### src/sv/dtq_pkg.sv
// Types and constants shared by the deadline timer queue and its slot cells.
package dtq_pkg;

  localparam int DL_W  = 49;
  localparam int NOW_W = 48;
  localparam int PER_W = 48;   // widest period a cell may hold
  localparam int IDX_W = 8;    // widest slot index (up to 256 slots)
  localparam logic [NOW_W-1:0] HOUR_MS = 48'd3600000;
  localparam logic [DL_W-1:0]  DL_MAX  = {DL_W{1'b1}};

  // input kinds
  localparam logic [2:0] K_ADD     = 3'd0;
  localparam logic [2:0] K_TICK    = 3'd1;
  localparam logic [2:0] K_RESET   = 3'd2;
  localparam logic [2:0] K_REFRESH = 3'd3;
  localparam logic [2:0] K_DISABLE = 3'd4;
  localparam logic [2:0] K_STATUS  = 3'd5;

  // result codes
  localparam logic [3:0] E_ADDED    = 4'd0;
  localparam logic [3:0] E_FULL     = 4'd1;
  localparam logic [3:0] E_FIRED    = 4'd2;
  localparam logic [3:0] E_NONE_DUE = 4'd3;
  localparam logic [3:0] E_CHANGED  = 4'd4;
  localparam logic [3:0] E_BAD_SLOT = 4'd5;
  localparam logic [3:0] E_REFRESH  = 4'd6;
  localparam logic [3:0] E_DISABLED = 4'd7;
  localparam logic [3:0] E_STATUS   = 4'd8;

  typedef struct packed {
    logic [2:0]  kind;
    logic [47:0] now_ms;
    logic [31:0] period_ms;
    logic        repeat_flag;
    logic [3:0]  slot_sel;
    logic        shift_deadline;
  } in_item_t;

  typedef struct packed {
    logic [3:0]  event_code;
    logic [3:0]  timer_slot;
    logic        at_front;
    logic        rearmed;
    logic [31:0] wait_ms;
    logic        any_timer;
    logic        time_jumped;
    logic        last_result;
  } out_item_t;

  // command broadcast to every cell
  typedef enum logic [2:0] {
    C_NONE, C_NEW, C_REARM, C_FREE, C_SETPER, C_DISABLE, C_REFRESH
  } cmd_op_t;

  typedef struct packed {
    cmd_op_t          op;
    logic [IDX_W-1:0] idx;
    logic [IDX_W-1:0] sel;
    logic [DL_W-1:0]  dl;
    logic [PER_W-1:0] per;
    logic             rep;
    logic [NOW_W-1:0] now;
  } cmd_t;

  // running scan result handed from cell to cell
  typedef struct packed {
    logic             found;
    logic [DL_W-1:0]  best_dl;
    logic [IDX_W-1:0] best_idx;
    logic [PER_W-1:0] best_per;
    logic             best_rc;
    logic             best_rn;
    logic             free_found;
    logic [IDX_W-1:0] free_idx;
    logic             sel_occ;
    logic [DL_W-1:0]  sel_dl;
    logic [PER_W-1:0] sel_per;
  } scan_t;

endpackage

### src/sv/dtq_cell.sv
// One timer slot: holds its entry and folds itself into the passing scan.
module dtq_cell import dtq_pkg::*; #(
  parameter int IDX = 0,
  parameter int PB  = 32
) (
  input  logic  clk,
  input  logic  rst_n,
  input  cmd_t  cmd,
  input  scan_t sin,
  output scan_t sout_r
);

  logic            occ_r, rc_r, rn_r;
  logic [DL_W-1:0] dl_r;
  logic [PB-1:0]   per_r;
  logic            hit;
  logic [DL_W-1:0] rearm_dl;
  scan_t           s_nxt;

  assign hit      = (cmd.idx == IDX_W'(IDX));
  assign rearm_dl = DL_W'(cmd.now) + DL_W'(per_r);

  // slot state update
  always_ff @(posedge clk) begin
    if (!rst_n) begin
      occ_r <= 1'b0;
    end else begin
      case (cmd.op)
        C_NEW: if (hit) begin
          occ_r <= 1'b1;
          rn_r  <= 1'b1;
          rc_r  <= cmd.rep;
          dl_r  <= cmd.dl;
          per_r <= PB'(cmd.per);
        end
        C_REARM:   if (hit) dl_r <= rearm_dl;
        C_FREE:    if (hit) occ_r <= 1'b0;
        C_SETPER: if (hit) begin
          dl_r  <= cmd.dl;
          per_r <= PB'(cmd.per);
        end
        C_DISABLE: if (hit) rn_r <= 1'b0;
        C_REFRESH: if (occ_r) dl_r <= rearm_dl;
        default: ;
      endcase
    end
  end

  // fold this slot into the scan: earliest, first free, selected
  always_comb begin
    s_nxt = sin;
    if (occ_r && (!sin.found || dl_r < sin.best_dl)) begin
      s_nxt.found    = 1'b1;
      s_nxt.best_dl  = dl_r;
      s_nxt.best_idx = IDX_W'(IDX);
      s_nxt.best_per = PER_W'(per_r);
      s_nxt.best_rc  = rc_r;
      s_nxt.best_rn  = rn_r;
    end
    if (!occ_r && !sin.free_found) begin
      s_nxt.free_found = 1'b1;
      s_nxt.free_idx   = IDX_W'(IDX);
    end
    if (cmd.sel == IDX_W'(IDX)) begin
      s_nxt.sel_occ = occ_r;
      s_nxt.sel_dl  = dl_r;
      s_nxt.sel_per = PER_W'(per_r);
    end
  end

  always_ff @(posedge clk) begin
    sout_r <= s_nxt;
  end

endmodule

### config.mk
export PLATFORM = sky130hd
export DESIGN_NAME = dtq_cell
export DESIGN_NICKNAME = d
export VERILOG_FILES = /design/src/sv/dtq_pkg.sv /design/src/sv/dtq_cell.sv
export SDC_FILE = /design/constraint.sdc
export NUM_CORES = 1
export LEC_CHECK = 0
export ABC_AREA = 1
export BUFFER_PORTS_ARGS = -buffer_cell sky130_fd_sc_hd__buf_2
export CAP_MARGIN = 0
export CORE_AREA = 2 2 230 232
export DETAILED_ROUTE_END_ITERATION = 7
export DIE_AREA = 0 0 232 234
export PLACE_DENSITY = 0.61
export SLEW_MARGIN = 0
export SYNTH_ARGS = -nofsm -noshare
export SYNTH_HDL_FRONTEND = slang
export SYNTH_SLANG_ARGS = --single-unit
### constraint.sdc
create_clock -name clk -period 7.1 [get_ports clk]
set_input_delay 0.71 -clock clk [delete_from_list [all_inputs] [get_ports clk]]
set_output_delay 0.71 -clock clk [all_outputs]
set_load 0.03 [all_outputs]
==> qor.txt, run 1 <==
CLOCK TREE
-------------------------------------------------------------------------------
Insertion delay of the later-clocked pin in the worst-skew pair          550 ps
Clk slew on worst S/H paths                                               60 ps
Max H-tree Level                                                              2
Resized Gates After CTS                                                       0
Number of buffers added to fix hold violations after cts                      0
CTS Root Buffer Type                                               sky130_fd_sc_hd__clkbuf_16
Clock Sink Count                                                            299
Post-CTS setup-driven buffer insertion count                                  0
Clock Tree Buf Depth                                                          3
TritonCTS clock tree                                                      built
Number of clock buffers inserted by TritonCTS                                34

TIMING
-------------------------------------------------------------------------------
Unrepaired setup endpoints after global routing                              no
# setup viols final                                                           0
Final Max Slew Viols                                                          0
Hold Violations, Final                                                        0
Fraction of the cycle the final worst path needs                         0.4789
Transition time at the pin with the least slew margin                   1045 ps
Max Clock Skew                                                         22.61 ps
Setup ws final                                                          3700 ps
Worst max-slew margin expressed relative to the limit                    0.3034
Summed negative setup slack over all endpoints                             0 ps
Max Freq                                                              294.1 MHz
Min Clock Period, post-route                                            3400 ps

YOSYS
-------------------------------------------------------------------------------
Sequential area share after synthesis                                    0.4731
Post-synthesis instance area                                         14410 um^2
Commonest register cell after synthesis                            sky130_fd_sc_hd__dfxtp_1
Synth top area share                                                     0.3001
Total of flip-flops plus latches after synthesis                            299
Gate Count Post-Synth                                                      1782
Number of synthesized flops with an enable pin                               83
Syn nets                                                                   2245
Total of warnings raised by yosys                                             0
Post-synthesis average cell area                                     8.086 um^2
Top area cells in the synthesized netlist                          sky130_fd_sc_hd__dfxtp_1 (30%), sky130_fd_sc_hd__edfxtp_1 (17%), sky130_fd_sc_hd__nand2_1 (15%)
Fraction of registers with async set or reset after synthesis                 0
Number of different library cells in the post-synthesis netlist              35
Cell accounting for the most synthesized area                      sky130_fd_sc_hd__dfxtp_1

ROUTING
-------------------------------------------------------------------------------
Count of nets left with antenna violations after detail routing               0
DRT Wirelength                                                         53.15 mm
Total via count in the routed design                                      13717
First DRT Iteration DRCs                                                    642
Residual DRC                                                                  0
Per-cell via count in the routed design                                   4.465
Average wire length per cell after detail routing                      17.30 um
Detailed-routing iteration count for the pre-antenna-repair pass              5

GLOBAL ROUTE
-------------------------------------------------------------------------------
Met2 layer usage reported by global route                                0.3185
Combined global-route utilization of all metal layers                    0.1860
Global-route wire length before repair                                 76.49 mm
Layer with the highest usage                                               met2
Antenna violations before repair                                             10
Via count of the first global-routing pass                                13338
Met1 GRT Util                                                            0.2362
Aggregate global routing overflow                                             0
Maximum number of pins on one net before global-route repair                 85
GR Util met3                                                            0.03295

SETUP PATH
-------------------------------------------------------------------------------
R2R depth                                                                    13
Worst reg2reg path endpoint                                         sout_r[122]
Worst Setup Start Kind                                                 register
Start point of the critical path                                       dl_r[47]
CP endpoint kind                                                       register
End point of the critical path                                      sout_r[122]
Crit path DAT                                                           3870 ps
Setup Crit Path Kind                                               register to register
Worst-path fanout max                                                        84
Required time worst endpoint                                            7570 ps
Setup slack of the worst register-to-register path                      3700 ps
Reg-to-Reg Start                                                       dl_r[47]

PWR
-------------------------------------------------------------------------------
Pwr Density                                                        223.0 nW/um^2
Fraction of power consumed by the clock network                           0.417
Peak supply drop                                                    0.0001413 V
Int Power                                                              3.128 mW
Overall power consumption                                              4.265 mW
Leakage power figure                                                   9.905 nW
Switching Power                                                        1.136 mW
Fraction of power consumed by combinational cells                         0.147
Switching fraction of total power                                        0.2665
Share of power burned in registers                                        0.436

FLOORPLANNING
-------------------------------------------------------------------------------
Num rows                                                                     84
Area of the placeable core                                           52020 um^2
Boundary Pins                                                               597
Die Footprint                                                        54290 um^2
Die boundary height                                                      234 um
Horizontal die dimension                                                 232 um
Initial standard-cell utilization of the core                            0.2770

FLOW RUN
-------------------------------------------------------------------------------
Max-capacitance violation count                                               0

LAYOUT
-------------------------------------------------------------------------------
Most frequent cells in the layout                                  sky130_fd_sc_hd__nand2_1 (593), sky130_fd_sc_hd__buf_2 (580), sky130_fd_sc_hd__dfxtp_1 (215)
Finished layout cell area                                            19120 um^2
Commonest non-fill, non-tap cell in the layout                     sky130_fd_sc_hd__nand2_1
Layout overhead on the synthesized area                                  32.72%
Final #Nets                                                                2814
Fraction of final layout cells sized beyond drive strength 1             0.3119
Final core utilization                                                   0.3676

PLACEMENT
-------------------------------------------------------------------------------
Number of buffers inserted by port buffering                                580
Placed wire-length estimate                                            43.48 mm
Instance area at placement                                           17970 um^2
Routability cong.                                                        0.9260
Place WS                                                                3180 ps

MIN PATH
-------------------------------------------------------------------------------
Hold-critical path depth                                                      1
Hold crit path type                                                input port to register

OUTCOME
-------------------------------------------------------------------------------
Status                                                             complete, no violations

## metal layers
metal  up-vias  share of wire
met3        77          0.057
met4         4          0.027
li1       6868              -
met2       444           0.49
met1      6324           0.43
met5         -        0.00038
## cell families (layout without fill, tap and decap cells)
kind of cell,Yosys count,count (layout),share of synthesized area
multiplexers,82,82,0.06409
other,0,8,0
flip-flops,299,299,0.4731
AO/OA/AOI/OAI,113,113,0.04489
XOR/XNOR,10,10,0.006079
buffers and inverters,259,853,0.07277
AND/OR/NAND/NOR,938,938,0.2682
adder cells (fa/ha/maj),81,81,0.07086
## cell usage after synthesis (3+ instances only)
| master | n |
|---|---|
| sky130_fd_sc_hd__nand2_1 | 593 |
| sky130_fd_sc_hd__dfxtp_1 | 216 |
| sky130_fd_sc_hd__inv_1 | 205 |
| sky130_fd_sc_hd__nand3_1 | 154 |
| sky130_fd_sc_hd__nor2_1 | 131 |
| sky130_fd_sc_hd__edfxtp_1 | 83 |
| sky130_fd_sc_hd__mux2_2 | 82 |
| sky130_fd_sc_hd__ha_1 | 80 |
| sky130_fd_sc_hd__a21oi_1 | 48 |
| sky130_fd_sc_hd__o21ai_0 | 32 |
| sky130_fd_sc_hd__clkbuf_1 | 23 |
| sky130_fd_sc_hd__a21boi_0 | 18 |
| sky130_fd_sc_hd__buf_2 | 16 |
| sky130_fd_sc_hd__nand4_1 | 14 |
| sky130_fd_sc_hd__or2_2 | 13 |
| sky130_fd_sc_hd__nor3_1 | 12 |
| sky130_fd_sc_hd__xnor2_1 | 9 |
| sky130_fd_sc_hd__buf_6 | 7 |
| sky130_fd_sc_hd__a21boi_1 | 6 |
| sky130_fd_sc_hd__and2_1 | 6 |
| sky130_fd_sc_hd__buf_1 | 6 |
| sky130_fd_sc_hd__nand3b_1 | 6 |
| sky130_fd_sc_hd__nor4_1 | 6 |
| sky130_fd_sc_hd__a21o_1 | 3 |
| sky130_fd_sc_hd__o21bai_1 | 3 |
## cell type report
class	count	area [um^2]
fillers	5453	32900
flip-flops and latches	299	6820
multi-input cells	1224	6564
repair buffers	586	2948
clock buffers	57	1112
well taps	688	860.8
inverters	206	773.2
clock inverters	4	25.02
diodes	8	20.02
## per-stage QoR
step                      hold WS, ps  instances
after floorplan                 449.0       1782
after global placement          487.1       3003
after detailed placement        476.6       3003
after CTS                       311.1       3064
after global routing            311.8       3072
final                           341.4       3072
## worst max-delay path: stages, from the launching register on
cell and delay [ps]:
sky130_fd_sc_hd__edfxtp_1 470, sky130_fd_sc_hd__ha_1 320, sky130_fd_sc_hd__nand2_1 70, sky130_fd_sc_hd__nor2_1 190, sky130_fd_sc_hd__nand2_1 130, sky130_fd_sc_hd__nor2_1 200, sky130_fd_sc_hd__nand2_1 70, sky130_fd_sc_hd__nor2_1 100
sky130_fd_sc_hd__nand2_1 80, sky130_fd_sc_hd__nand3_2 80, sky130_fd_sc_hd__nand2_4 330, sky130_fd_sc_hd__nand2_4 920, sky130_fd_sc_hd__nand2_1 180, sky130_fd_sc_hd__nand2_1 110
## flip-flops by register name (all words and copies together) (netlist names)
register / count
dl_r: 49
occ_r: 1
per_r: 32
rc_r: 1
rn_r: 1
sout_r: 215
## power by group through the flow
stage          combinational, mW  sequential, mW  clock (mW)
3_5_place_dp               0.629            1.90           0
5_1_grt                    0.692            1.87        1.88
2_1_floorplan              0.229            2.03           0
4_1_cts                    0.632            1.86        1.82
3_3_place_gp               0.621            1.90           0
6_report                   0.626            1.86        1.78
## how the worst min path moves through the flow
| stage | startpoint | endpoint | slack (ps) |
|---|---|---|---|
| finish | cmd[75] | per_r[26] | 340 |
| global route | cmd[75] | per_r[26] | 310 |
| CTS | cmd[75] | per_r[26] | 310 |
| detailed placement | rc_r | sout_r[108] | 480 |
| global placement | rc_r | sout_r[108] | 490 |
| floorplan | rn_r | sout_r[107] | 450 |
Power figures use the tool's default switching activity.
==> inputs of run 2 (changes only) <==
clock period = 3.35 ns   (was 7.1 ns; I/O delays follow)
==> qor.txt, run 2 (synthesized netlist as in run 1, its figures left out) <==
FLOORPLANNING
-------------------------------------------------------------------------------
Area of the placeable core                                           52020 um^2   unchanged
Boundary Pins                                                               597   unchanged
Die boundary height                                                      234 um   unchanged
Horizontal die dimension                                                 232 um   unchanged
Num rows                                                                     84   unchanged
Die Footprint                                                        54290 um^2   unchanged
Initial standard-cell utilization of the core                            0.2770   unchanged

CLOCK TREE
-------------------------------------------------------------------------------
Number of clock buffers inserted by TritonCTS                                34   unchanged
Insertion delay of the later-clocked pin in the worst-skew pair          540 ps   about the same
Clock Tree Buf Depth                                                          3   unchanged
Clock Sink Count                                                            299   unchanged
Max H-tree Level                                                              2   unchanged
CTS Root Buffer Type                                               sky130_fd_sc_hd__clkbuf_16
TritonCTS clock tree                                                      built
Clk slew on worst S/H paths                                               60 ps   about the same

LAYOUT
-------------------------------------------------------------------------------
Most frequent cells in the layout                                  sky130_fd_sc_hd__nand2_1 (593), sky130_fd_sc_hd__buf_2 (580), sky130_fd_sc_hd__dfxtp_1 (215)
Number of flip-flops under the largest register name                        215   unchanged
Filler cell count in the final layout                                      5215   -4.4%
Commonest non-fill, non-tap cell in the layout                     sky130_fd_sc_hd__nand2_1
Final #Nets                                                                2953   +4.9%
Top flop regs                                                      sout_r (215), dl_r (49), per_r (32)
Final core utilization                                                   0.3941   +0.02653
Fraction of final layout cells sized beyond drive strength 1             0.2954   -0.01644
Layout overhead on the synthesized area                                  42.30%
Register bank with the most flops                                        sout_r

GLOBAL ROUTE
-------------------------------------------------------------------------------
Antenna violations before repair                                             14   +4
Aggregate global routing overflow                                             0   unchanged
Via count of the first global-routing pass                                13976   +4.8%
Combined global-route utilization of all metal layers                    0.1922   +0.006179
Maximum number of pins on one net before global-route repair                 55   -35%
Global-route wire length before repair                                 79.44 mm   +3.9%

FLOW RUN
-------------------------------------------------------------------------------
Max-capacitance violation count                                               0   unchanged

ROUTING
-------------------------------------------------------------------------------
Count of nets left with antenna violations after detail routing               0   unchanged
Total via count in the routed design                                      14199   +3.5%
Average wire length per cell after detail routing                      17.09 um   -1.2%
Detailed-routing iteration count for the pre-antenna-repair pass              7   +2
Residual DRC                                                                  0   unchanged
First DRT Iteration DRCs                                                    703   +9.5%
Per-cell via count in the routed design                                   4.421   -1.0%
DRT Wirelength                                                         54.89 mm   +3.3%

TIMING
-------------------------------------------------------------------------------
Final Max Slew Viols                                                          0   unchanged
Hold Violations, Final                                                        0   unchanged
Max Clock Skew                                                         14.11 ps   -8.501 ps
Summed negative setup slack over all endpoints                             0 ps   unchanged
Max Freq                                                              378.6 MHz   +29%
Worst max-slew margin expressed relative to the limit                    0.3561   +0.05262
Fraction of the cycle the final worst path needs                         0.7884   +0.3095
Transition time at the pin with the least slew margin                  963.6 ps   -81.21 ps
Final worst hold slack                                                 24.07 ps   -317.4 ps
Min Clock Period, post-route                                            2641 ps   -758.9 ps
Unrepaired setup endpoints after global routing                              no
# setup viols final                                                           0   unchanged

SETUP PATH
-------------------------------------------------------------------------------
Required time worst endpoint                                            3830 ps   -3740 ps
Cell family contributing the most delay on the critical path       simple AND/OR/NAND/NOR gates
CP endpoint kind                                                       register
Most numerous cell on the critical path                            sky130_fd_sc_hd__nand2_1
CP max-delay cell                                                  sky130_fd_sc_hd__edfxtp_1
Number of buffers and inverters on the critical path                          1   +1
Worst-path fanout max                                                        51   -39%
Worst Setup Start Kind                                                 register
Setup Crit Path Kind                                               register to register
Ordered cell list for the critical path                            ha_1 -> nand2_1 -> nor2_1 -> nand2_1 -> nor2_1 -> nand2_1 -> nor2_1 -> nand2_1 -> nand3_2 -> nand2_4 -> nand2_4 -> buf_4 -> nand2_1 -> nand2_1
Worst stage delay on the critical path                                   470 ps   -450 ps
Crit path DAT                                                           3120 ps   -750 ps

PLACEMENT
-------------------------------------------------------------------------------
Routability cong.                                                        0.9167   -1.0%
Placed wire-length estimate                                            44.02 mm   +1.2%
Number of buffers inserted by port buffering                                580   unchanged

PWR
-------------------------------------------------------------------------------
Peak supply drop                                                    0.0003245 V   +130%
Pwr Density                                                        447.0 nW/um^2   +100%
Leakage power figure                                                   10.48 nW   +5.8%

MIN PATH
-------------------------------------------------------------------------------
Hold crit path type                                                input port to register

OUTCOME
-------------------------------------------------------------------------------
Status                                                             complete, no violations

## run 2: where the power goes
part	leakage (nW)	total, mW	internal (mW)	switching [mW]
sequential	2.58	3.94	3.89	0.0554
combinational	7.36	1.46	0.581	0.877
clock	0.551	3.76	2.26	1.50
total	10.5	9.16	6.73	2.43
## run 2: area by class of cell
class / instances / area [um^2] / share of cell area
diodes: 9 / 22.52 / 0.001098
clock buffers: 54 / 1064 / 0.05187
clock inverters: 7 / 62.56 / 0.003051
inverters: 206 / 773.2 / 0.03771
multi-input cells: 1224 / 6564 / 0.3201
flip-flops and latches: 299 / 6820 / 0.3326
well taps: 688 / 860.8 / 0.04198
repair buffers: 725 / 4337 / 0.2115
## run 2: worst paths after layout
path	start	cells past startpoint	slack, ps	endpoint
worst max-delay path	dl_r[47]	14	710	sout_r[125]
worst min-delay path	sin[19]	2	20	sout_r[19]
worst max register to register	dl_r[47]	14	710	sout_r[125]
worst min register to register	rc_r	2	500	sout_r[108]
## run 2: repair_timing
item,4_1_cts,5_1_grt
endpoints found under the hold margin,133,0
resized for setup,0,0
buffers inserted,0,0
hold buffers,133,0
## run 2: per-layer routing
layer	vias to the layer above	global-route usage	wire, um
met5	-	0	82
met2	412	0.3352	27170
met3	96	0.03952	2976
met4	12	0.06631	1498
met1	6539	0.2350	23160
li1	7140	-	-
## run 2: metrics by stage
step / power (mW) / cells / worst slack [ps] / instance area (um^2)
2_1_floorplan: 4.783 / 1782 / 588.8 / 14410
3_3_place_gp: 5.334 / 3009 / 700.3 / 18020
3_5_place_dp: 5.355 / 3009 / 647.0 / 18020
4_1_cts: 9.255 / 3203 / 677.6 / 20480
5_1_grt: 9.536 / 3210 / 403.2 / 20500
6_report: 9.165 / 3212 / 708.9 / 20500
